## src/sv/mcm_pkg.sv

```systemverilog
// ----------------------------------------------------------------------------
// mcm_pkg
// Sizes, controller states and command/status types of the matrix chain block.
// ----------------------------------------------------------------------------
package mcm_pkg;

  localparam int MAX_DIMS   = 64;
  localparam int DIM_W      = 12;
  localparam int COST_W     = 48;
  localparam int IDX_W      = $clog2(MAX_DIMS);
  localparam int CNT_W      = $clog2(MAX_DIMS + 1);
  localparam int CADDR_W    = 2 * IDX_W;
  localparam int COST_DEPTH = MAX_DIMS * MAX_DIMS;
  localparam int PIJ_W      = 2 * DIM_W;
  localparam int PROD_W     = 3 * DIM_W;

  localparam logic [COST_W-1:0] COST_MAX = '1;

  typedef enum logic [2:0] {
    ST_IDLE,
    ST_RD_I,
    ST_RD_J,
    ST_INIT,
    ST_STEP,
    ST_DRAIN,
    ST_RESULT
  } state_t;

  typedef struct packed {
    logic accept;       // input transaction this cycle
    logic take_last;    // accepted item closes the chain
    logic rd_i;         // read p(i)
    logic rd_j;         // read p(j), capture p(i)
    logic cell_init;    // form p(i)*p(j), reset best, k = i+1
    logic step;         // issue split point k
    logic write_cell;   // store best as cost(i,j)
    logic start_len;    // len = 2, i = 0
    logic next_i;
    logic next_len;
    logic load_result;
  } cmd_t;

  typedef struct packed {
    logic short_chain;  // chain would hold fewer than three values
    logic k_last;
    logic pipe_busy;
    logic i_last;
    logic len_last;
    logic out_busy;
  } stat_t;

endpackage

```

## src/sv/mcm_ctrl.sv

```systemverilog
// ----------------------------------------------------------------------------
// mcm_ctrl
// Sequencer: loads the chain, walks span/start/split loops, hands off result.
// ----------------------------------------------------------------------------
module mcm_ctrl (
  input  logic           clk,
  input  logic           rst_n,
  input  logic           in_valid,
  input  logic           in_last,
  input  logic           out_ready,
  input  mcm_pkg::stat_t stat,
  output logic           in_ready,
  output mcm_pkg::cmd_t  cmd
);

  mcm_pkg::state_t state_r, state_nxt;

  always_ff @(posedge clk) begin
    if (!rst_n) begin
      state_r <= mcm_pkg::ST_IDLE;
    end else begin
      state_r <= state_nxt;
    end
  end

  always_comb begin
    state_nxt = state_r;
    cmd       = '0;
    in_ready  = 1'b0;
    unique case (state_r)
      mcm_pkg::ST_IDLE: begin
        in_ready      = 1'b1;
        cmd.accept    = in_valid;
        cmd.take_last = in_valid & in_last;
        if (cmd.take_last) begin
          if (stat.short_chain) begin
            state_nxt = mcm_pkg::ST_RESULT;
          end else begin
            cmd.start_len = 1'b1;
            state_nxt     = mcm_pkg::ST_RD_I;
          end
        end
      end
      mcm_pkg::ST_RD_I: begin
        cmd.rd_i  = 1'b1;
        state_nxt = mcm_pkg::ST_RD_J;
      end
      mcm_pkg::ST_RD_J: begin
        cmd.rd_j  = 1'b1;
        state_nxt = mcm_pkg::ST_INIT;
      end
      mcm_pkg::ST_INIT: begin
        cmd.cell_init = 1'b1;
        state_nxt     = mcm_pkg::ST_STEP;
      end
      mcm_pkg::ST_STEP: begin
        cmd.step = 1'b1;
        if (stat.k_last) begin
          state_nxt = mcm_pkg::ST_DRAIN;
        end
      end
      mcm_pkg::ST_DRAIN: begin
        if (!stat.pipe_busy) begin
          cmd.write_cell = 1'b1;
          priority if (!stat.i_last) begin
            cmd.next_i = 1'b1;
            state_nxt  = mcm_pkg::ST_RD_I;
          end else if (!stat.len_last) begin
            cmd.next_len = 1'b1;
            state_nxt    = mcm_pkg::ST_RD_I;
          end else begin
            state_nxt = mcm_pkg::ST_RESULT;
          end
        end
      end
      mcm_pkg::ST_RESULT: begin
        if (!stat.out_busy || out_ready) begin
          cmd.load_result = 1'b1;
          state_nxt       = mcm_pkg::ST_IDLE;
        end
      end
      default: begin
        state_nxt = mcm_pkg::ST_IDLE;
      end
    endcase
  end

endmodule

```

## config.mk

```make
export PLATFORM = sky130hd
export DESIGN_NAME = mcm_ctrl
export DESIGN_NICKNAME = d
export VERILOG_FILES = /design/src/sv/mcm_pkg.sv /design/src/sv/mcm_ctrl.sv
export SDC_FILE = /design/constraint.sdc
export NUM_CORES = 1
export LEC_CHECK = 0
export BUFFER_PORTS_ARGS = -buffer_cell sky130_fd_sc_hd__buf_2
export CORE_AREA = 2 2 39 41
export DETAILED_ROUTE_END_ITERATION = 10
export DIE_AREA = 0 0 41 43
export PLACE_DENSITY = 0.53
export SYNTH_ARGS = -nofsm -noshare
export SYNTH_HDL_FRONTEND = slang
export SYNTH_SLANG_ARGS = --single-unit
```

## constraint.sdc

```tcl
create_clock -name clk -period 2.2 [get_ports clk]
set_input_delay 0.33 -clock clk [delete_from_list [all_inputs] [get_ports clk]]
set_output_delay 0.33 -clock clk [all_outputs]
set_load 0.005 [all_outputs]
```

==> results of run 1 <==
## power groups by stage
| stage | clock, mW | combinational [mW] | sequential [mW] |
|---|---|---|---|
| floorplan | 0 | 0.290 | 0.0972 |
| detailed placement | 0 | 0.291 | 0.159 |
| finish | 0.0934 | 0.290 | 0.157 |
| global route | 0.0979 | 0.322 | 0.168 |
| CTS | 0.0961 | 0.293 | 0.158 |
| global placement | 0 | 0.293 | 0.159 |
## logic make-up (layout without fill, tap and decap cells)
group	after synthesis	after routing	share of synthesized area [%]
compound gates	14	14	29.1
buf+inv	5	28	10.5
simple gates	24	24	43.5
flops	3	3	16.8
## path summary, 6_finish.rpt
check                           startpoint    endpoint  slack, ns  depth (start not counted)
worst max-delay path            state_r[2]      cmd[1]       0.44                          3
worst min-delay path                 rst_n  state_r[2]       0.40                          3
worst max register to register  state_r[2]  state_r[0]       0.88                          4
worst min register to register  state_r[1]  state_r[1]       0.70                          2
## metrics by stage
stage / setup slack [ns] / utilization [%] / instance area (um^2) / std cells / hold WS (ns)
finish: 0.436 / 34.9 / 483 / 85 / 0.396
global placement: 0.694 / 33.0 / 457 / 81 / 0.624
floorplan: 0.897 / - / 357 / 46 / 0.472
global route: 0.293 / 34.9 / 483 / 85 / 0.428
CTS: 0.422 / 34.9 / 483 / 85 / 0.391
detailed placement: 0.675 / 33.0 / 457 / 81 / 0.628
## metal layers
layer  GRT usage [%]  part of all wire, %  wire length, um
met1            13.7                   48              420
met2            15.0                   46              397
met3            1.57                  5.8               50
met4            4.00                    0                0
met5               0                    0                0
## worst max-delay path: stages (launching register included)
cell and delay (ns):
dfxtp_1 0.62, nand3_2 0.20, nor4b_2 0.24, buf_2 0.15
## final cells by class
class                           instances  area share, %
Clock buffer                            4           5.44
Inverter                                2           1.55
Multi-Input combinational cell         38           53.6
Sequential cell                         3           12.4
Tap cell                               16           4.15
Timing Repair Buffer                   22           22.8
## placed cells by master (no fill, tap or decap)
cell and n:
a211oi_1 1, nand3_1 2, o21ai_0 3, clkbuf_4 3, dfxtp_1 3, clkbuf_1 1
o21ai_1 1, nor4b_2 1, a31oi_1 2, nand2_1 2, and3_1 3, buf_2 22
nor3_1 4, nor3_2 2, inv_2 2, nor2b_1 2, o22ai_2 2, a221o_1 1
nand3_2 3, o21ai_2 1, and2_1 1, a21oi_1 1, a21o_1 2, nor2_1 4
==> summary.txt, run 1 <==
Run status
  – Status: finished clean

Job
  – MaxCap Viol Count: 0

Power and ir drop
  – Comb pwr share: 53.6%
  – Pint: between 200 and 300 uW
  – LEAKAGE: between 0.2 and 0.25 nW
  – Power, Total: about 540 uW
  – Sequential Power Share: ~29%
  – Sw Pwr: ~250 uW
  – Clk pwr share: 17.3%
  – Cell Pwr Density: between 1000 and 1500 mW/mm^2
  – Worst VDD drop: between 0.0003 and 0.0004 V
  – Switching part of the total: ~46%

Hold path
  – Hold Crit Class: primary input to register

Floorplan
  – Die span in x: around 41 um
  – Num rows: 14
  – Num ports: 23
  – Total Die Area: ~0.0018 mm^2
  – Total core area: ~0.0014 mm^2
  – Starting Density: 25.8%
  – Vert. Die Dim: 43 um

Setup path
  – Startpoint types: register
  – Data required time of the worst path: approximately 1.9 ns
  – Max Fanout on Critical Path: 16
  – Critical Path AT: about 1.4 ns
  – Crit Path Category: register to output port
  – Crit end category: output port

Routing
  – Via density: between 4 and 5
  – DR DRC count: 0
  – Wirelength per Cell: between 10 and 15 um
  – Final WL: around 870 um
  – Vias: 412
  – Initial DRT Pass Iterations: 2
  – Final antenna-violating net count: 0
  – First DRT Iteration DRCs: 2

Global route
  – Initial antenna violation count: 0
  – Largest net degree at the start of global routing: 17
  – Vias in the first global route: between 300 and 400
  – Gr ovfl total: 0
  – Total track usage: between 10% and 20%
  – First-pass GRT wire length: roughly 1300 um

Layout
  – Largest Register: state_r
  – Reg area: 60.1 um^2
  – Final #Nets: a little over 80
  – Max reg flops: 3
  – Area growth syn-to-layout: 35.4%
  – Fillers: ~160
  – Multi-input gate area: between 200 and 300 um^2
  – Largest regs: state_r x3
  – Share of layout cells above drive strength 1: 52.2%
  – Ant. Diodes: 0

Logic synthesis
  – Cell variety after synth: 23
  – Synth Register Bits: 3
  – Yosys Warn Count: 0
  – Sequential share of the synthesized area: around 17%
  – Main area contributors after synthesis: dfxtp_1 (17%), nand3_2 (8.4%), o22ai_2 (7.0%)
  – Async SR Flop Fraction: 0%
  – Synth cell count leaders: nor2_1 (4), nor3_1 (4)
  – Synth Instances: between 40 and 50
  – Synth area leader: dfxtp_1
  – Syn avg cell area: approximately 7.8 um^2
  – Share of the synthesized area in the top cell type: between 15 and 20%
  – Cell area after synthesis: roughly 360 um^2
  – Syn Nets: between 50 and 60
  – Post-synth EDFFs: 0
  – Top FF cell, synth: dfxtp_1

Clock tree
  – Worst skew pair latency: ~0.23 ns
  – CTS clk-pin slew, worst paths: roughly 0.04 ns
  – Hold buffer count at cts: 0
  – CTS root buffer: clkbuf_4
  – CTS tree: built
  – TritonCTS Buffers: 3
  – Post-CTS setup buffer count: 0
  – Clock tree sinks: 3
  – # resized after CTS: 0
  – H-tree depth: 1
  – Clock buffer depth: 2

STA
  – Setup tns final: 0 ns
  – Final Hold Vio Count: 0
  – Final setup fails: 0
  – Clock skew: ~0.0036 ns
  – Final period util: between 80% and 90%
  – RSZ-0062 raised after global routing: false
  – Slew headroom: between 60% and 70%
  – Worst Tran Pin Value: between 0.4 and 0.5 ns
  – Final worst path period need: around 1.8 ns
  – Slew Viols, Final: 0
  – Max Fclk: about 570 MHz

Placed design
  – PortBufs: 22
  – Hpwl dp: ~660 um
  – RD Place Congestion: 0.743
No activity file was read; power rests on OpenSTA's default activity.
==> run 2: changes to the inputs <==
Clock period 2.2 ns to 1.7 ns, I/O delays scaled along.
==> run 2 against run 1 <==
  * Sequential power grew 35%
  * Non-clock buffer count is the same
  * Die area is the same
==> summary.txt, run 2 (synthesized netlist as in run 1, its figures left out) <==
Run status
  – Status: finished clean

Setup path
  – Reg2reg setup slack: 0.53 ns
  – Data required time of the worst path: between 1 and 1.5 ns
  – Critical Path AT: between 1 and 1.5 ns
  – Max Fanout on Critical Path: 10
  – Crit end category: output port
  – Crit Path Category: register to output port
  – R2R Path Start: state_r[1]
  – Slowest-stage cell, CP: dfxtp_1
  – Reg2reg end: state_r[2]
  – Crit-path cells: inv_2 -> nand3_2 -> nor4b_2 -> buf_2
  – Depth of the worst register-to-register path: 4
  – Max incr delay on CP: approximately 0.41 ns
  – Crit-path leading delay family: flip-flops
  – Crit path buf inv count: 2
  – Startpoint types: register

Floorplan
  – Vert. Die Dim: 43 um
  – Num rows: 14
  – Num ports: 23
  – Die span in x: just over 40 um
  – Starting Density: between 20% and 30%
  – Total Die Area: 0.00176 mm^2
  – Total core area: between 0.001 and 0.0015 mm^2

Layout
  – Ant. Diodes: 0
  – Max reg flops: 3
  – Area growth syn-to-layout: 36.1%
  – Largest Register: state_r
  – Fillers: roughly 160
  – Largest regs: state_r x3
  – Finished Layout Cells: 85
  – Design area: just under 500 um^2
  – Final #Nets: 81
  – Share of layout cells above drive strength 1: about 55%
  – Commonest non-fill, non-tap cell in the layout: buf_2
  – Most frequent cells in the layout: buf_2 (22), nor3_1 (4), nor2_1 (4)

Routing
  – DR DRC count: 0
  – Wirelength per Cell: roughly 11 um
  – Vias: 410
  – Final antenna-violating net count: 0
  – Initial DRT Pass Iterations: 4
  – Via density: between 4 and 5
  – Final WL: just over 900 um
  – First DRT Iteration DRCs: 2

STA
  – Final Hold Vio Count: 0
  – Setup tns final: 0 ns
  – Final period util: between 90% and 100%
  – Worst Tran Pin Value: between 0.3 and 0.4 ns
  – Clock skew: a little over 0.004 ns
  – Slew headroom: 75.5%
  – RSZ-0062 raised after global routing: false
  – Final setup fails: 0
  – Final worst path period need: 1.58 ns
  – Max Fclk: 633 MHz
  – Final WS setup: ~0.12 ns
  – Slew Viols, Final: 0

Clock tree
  – Hold buffer count at cts: 0
  – CTS tree: built
  – TritonCTS Buffers: 3
  – Clock tree sinks: 3
  – # resized after CTS: 1
  – Worst skew pair latency: approximately 0.23 ns
  – Post-CTS setup buffer count: 0
  – CTS root buffer: clkbuf_4
  – Clock buffer depth: 2
  – H-tree depth: 1
  – CTS clk-pin slew, worst paths: roughly 0.04 ns

Power and ir drop
  – Worst VDD drop: around 0.00044 V
  – Cell Pwr Density: 1460 mW/mm^2
  – Power, Total: roughly 710 uW
  – LEAKAGE: approximately 0.23 nW

Placed design
  – Dpl cell area: around 460 um^2
  – Setup slack at placement: between 0.2 and 0.3 ns
  – Placed Instances: 81
  – RD Place Congestion: between 0.7 and 0.8
  – Hpwl dp: around 660 um
  – PortBufs: 22

Global route
  – Largest net degree at the start of global routing: 17
  – Total track usage: between 10% and 20%
  – Gr ovfl total: 0
  – Vias in the first global route: 329
  – Initial antenna violation count: 0
  – First-pass GRT wire length: around 1300 um

Hold path
  – Hold Path Depth: 3
  – Hold Crit Class: primary input to register
  – Worst Hold Path EP: state_r[2]
  – HP Start: rst_n

Job
  – MaxCap Viol Count: 0
[run 2: worst min-delay path: stages]
cell,delay (ns)
buf_2,0.13
o21ai_1,0.07
a31oi_1,0.04
[run 2: final cells by class]
type	instances	area, um^2	area share (%)
flip-flops and latches	3	62.6	12.9
well taps	16	20.0	4.12
multi-input cells	38	259	53.4
inverters	2	7.51	1.55
clock buffers	4	26.3	5.41
repair buffers	22	110	22.7
[run 2: worst max-delay path by stage]
stage                from      to  slack, ns  depth (start not counted)
2_1_floorplan  state_r[1]  cmd[3]       0.47                          4
3_3_place_gp   state_r[2]  cmd[1]       0.27                          3
3_5_place_dp   state_r[2]  cmd[1]       0.25                          3
4_1_cts        state_r[0]  cmd[1]       0.09                          3
5_1_grt        state_r[1]  cmd[1]       0.02                          4
6_report       state_r[1]  cmd[1]       0.12                          4
[run 2: stage by stage]
stage | hold slack [ns] | utilization, %
2_1_floorplan | 0.397 | -
3_3_place_gp | 0.549 | 33.0
3_5_place_dp | 0.553 | 33.0
4_1_cts | 0.308 | 35.0
5_1_grt | 0.345 | 35.1
6_report | 0.314 | 35.1
[run 2: routing by layer]
metal	vias to the layer above	GRT usage [%]	routed length [um]
met4	0	4.00	0
met3	0	1.57	50
met2	11	15.3	411
met5	-	0	0
met1	179	14.7	442
li1	220	-	-
[run 2: where the power goes]
group          switching (mW)  total, mW  internal (mW)
sequential              0.105      0.212          0.107
clock                  0.0336      0.121         0.0877
combinational           0.188      0.377          0.189
total                   0.327      0.710          0.384
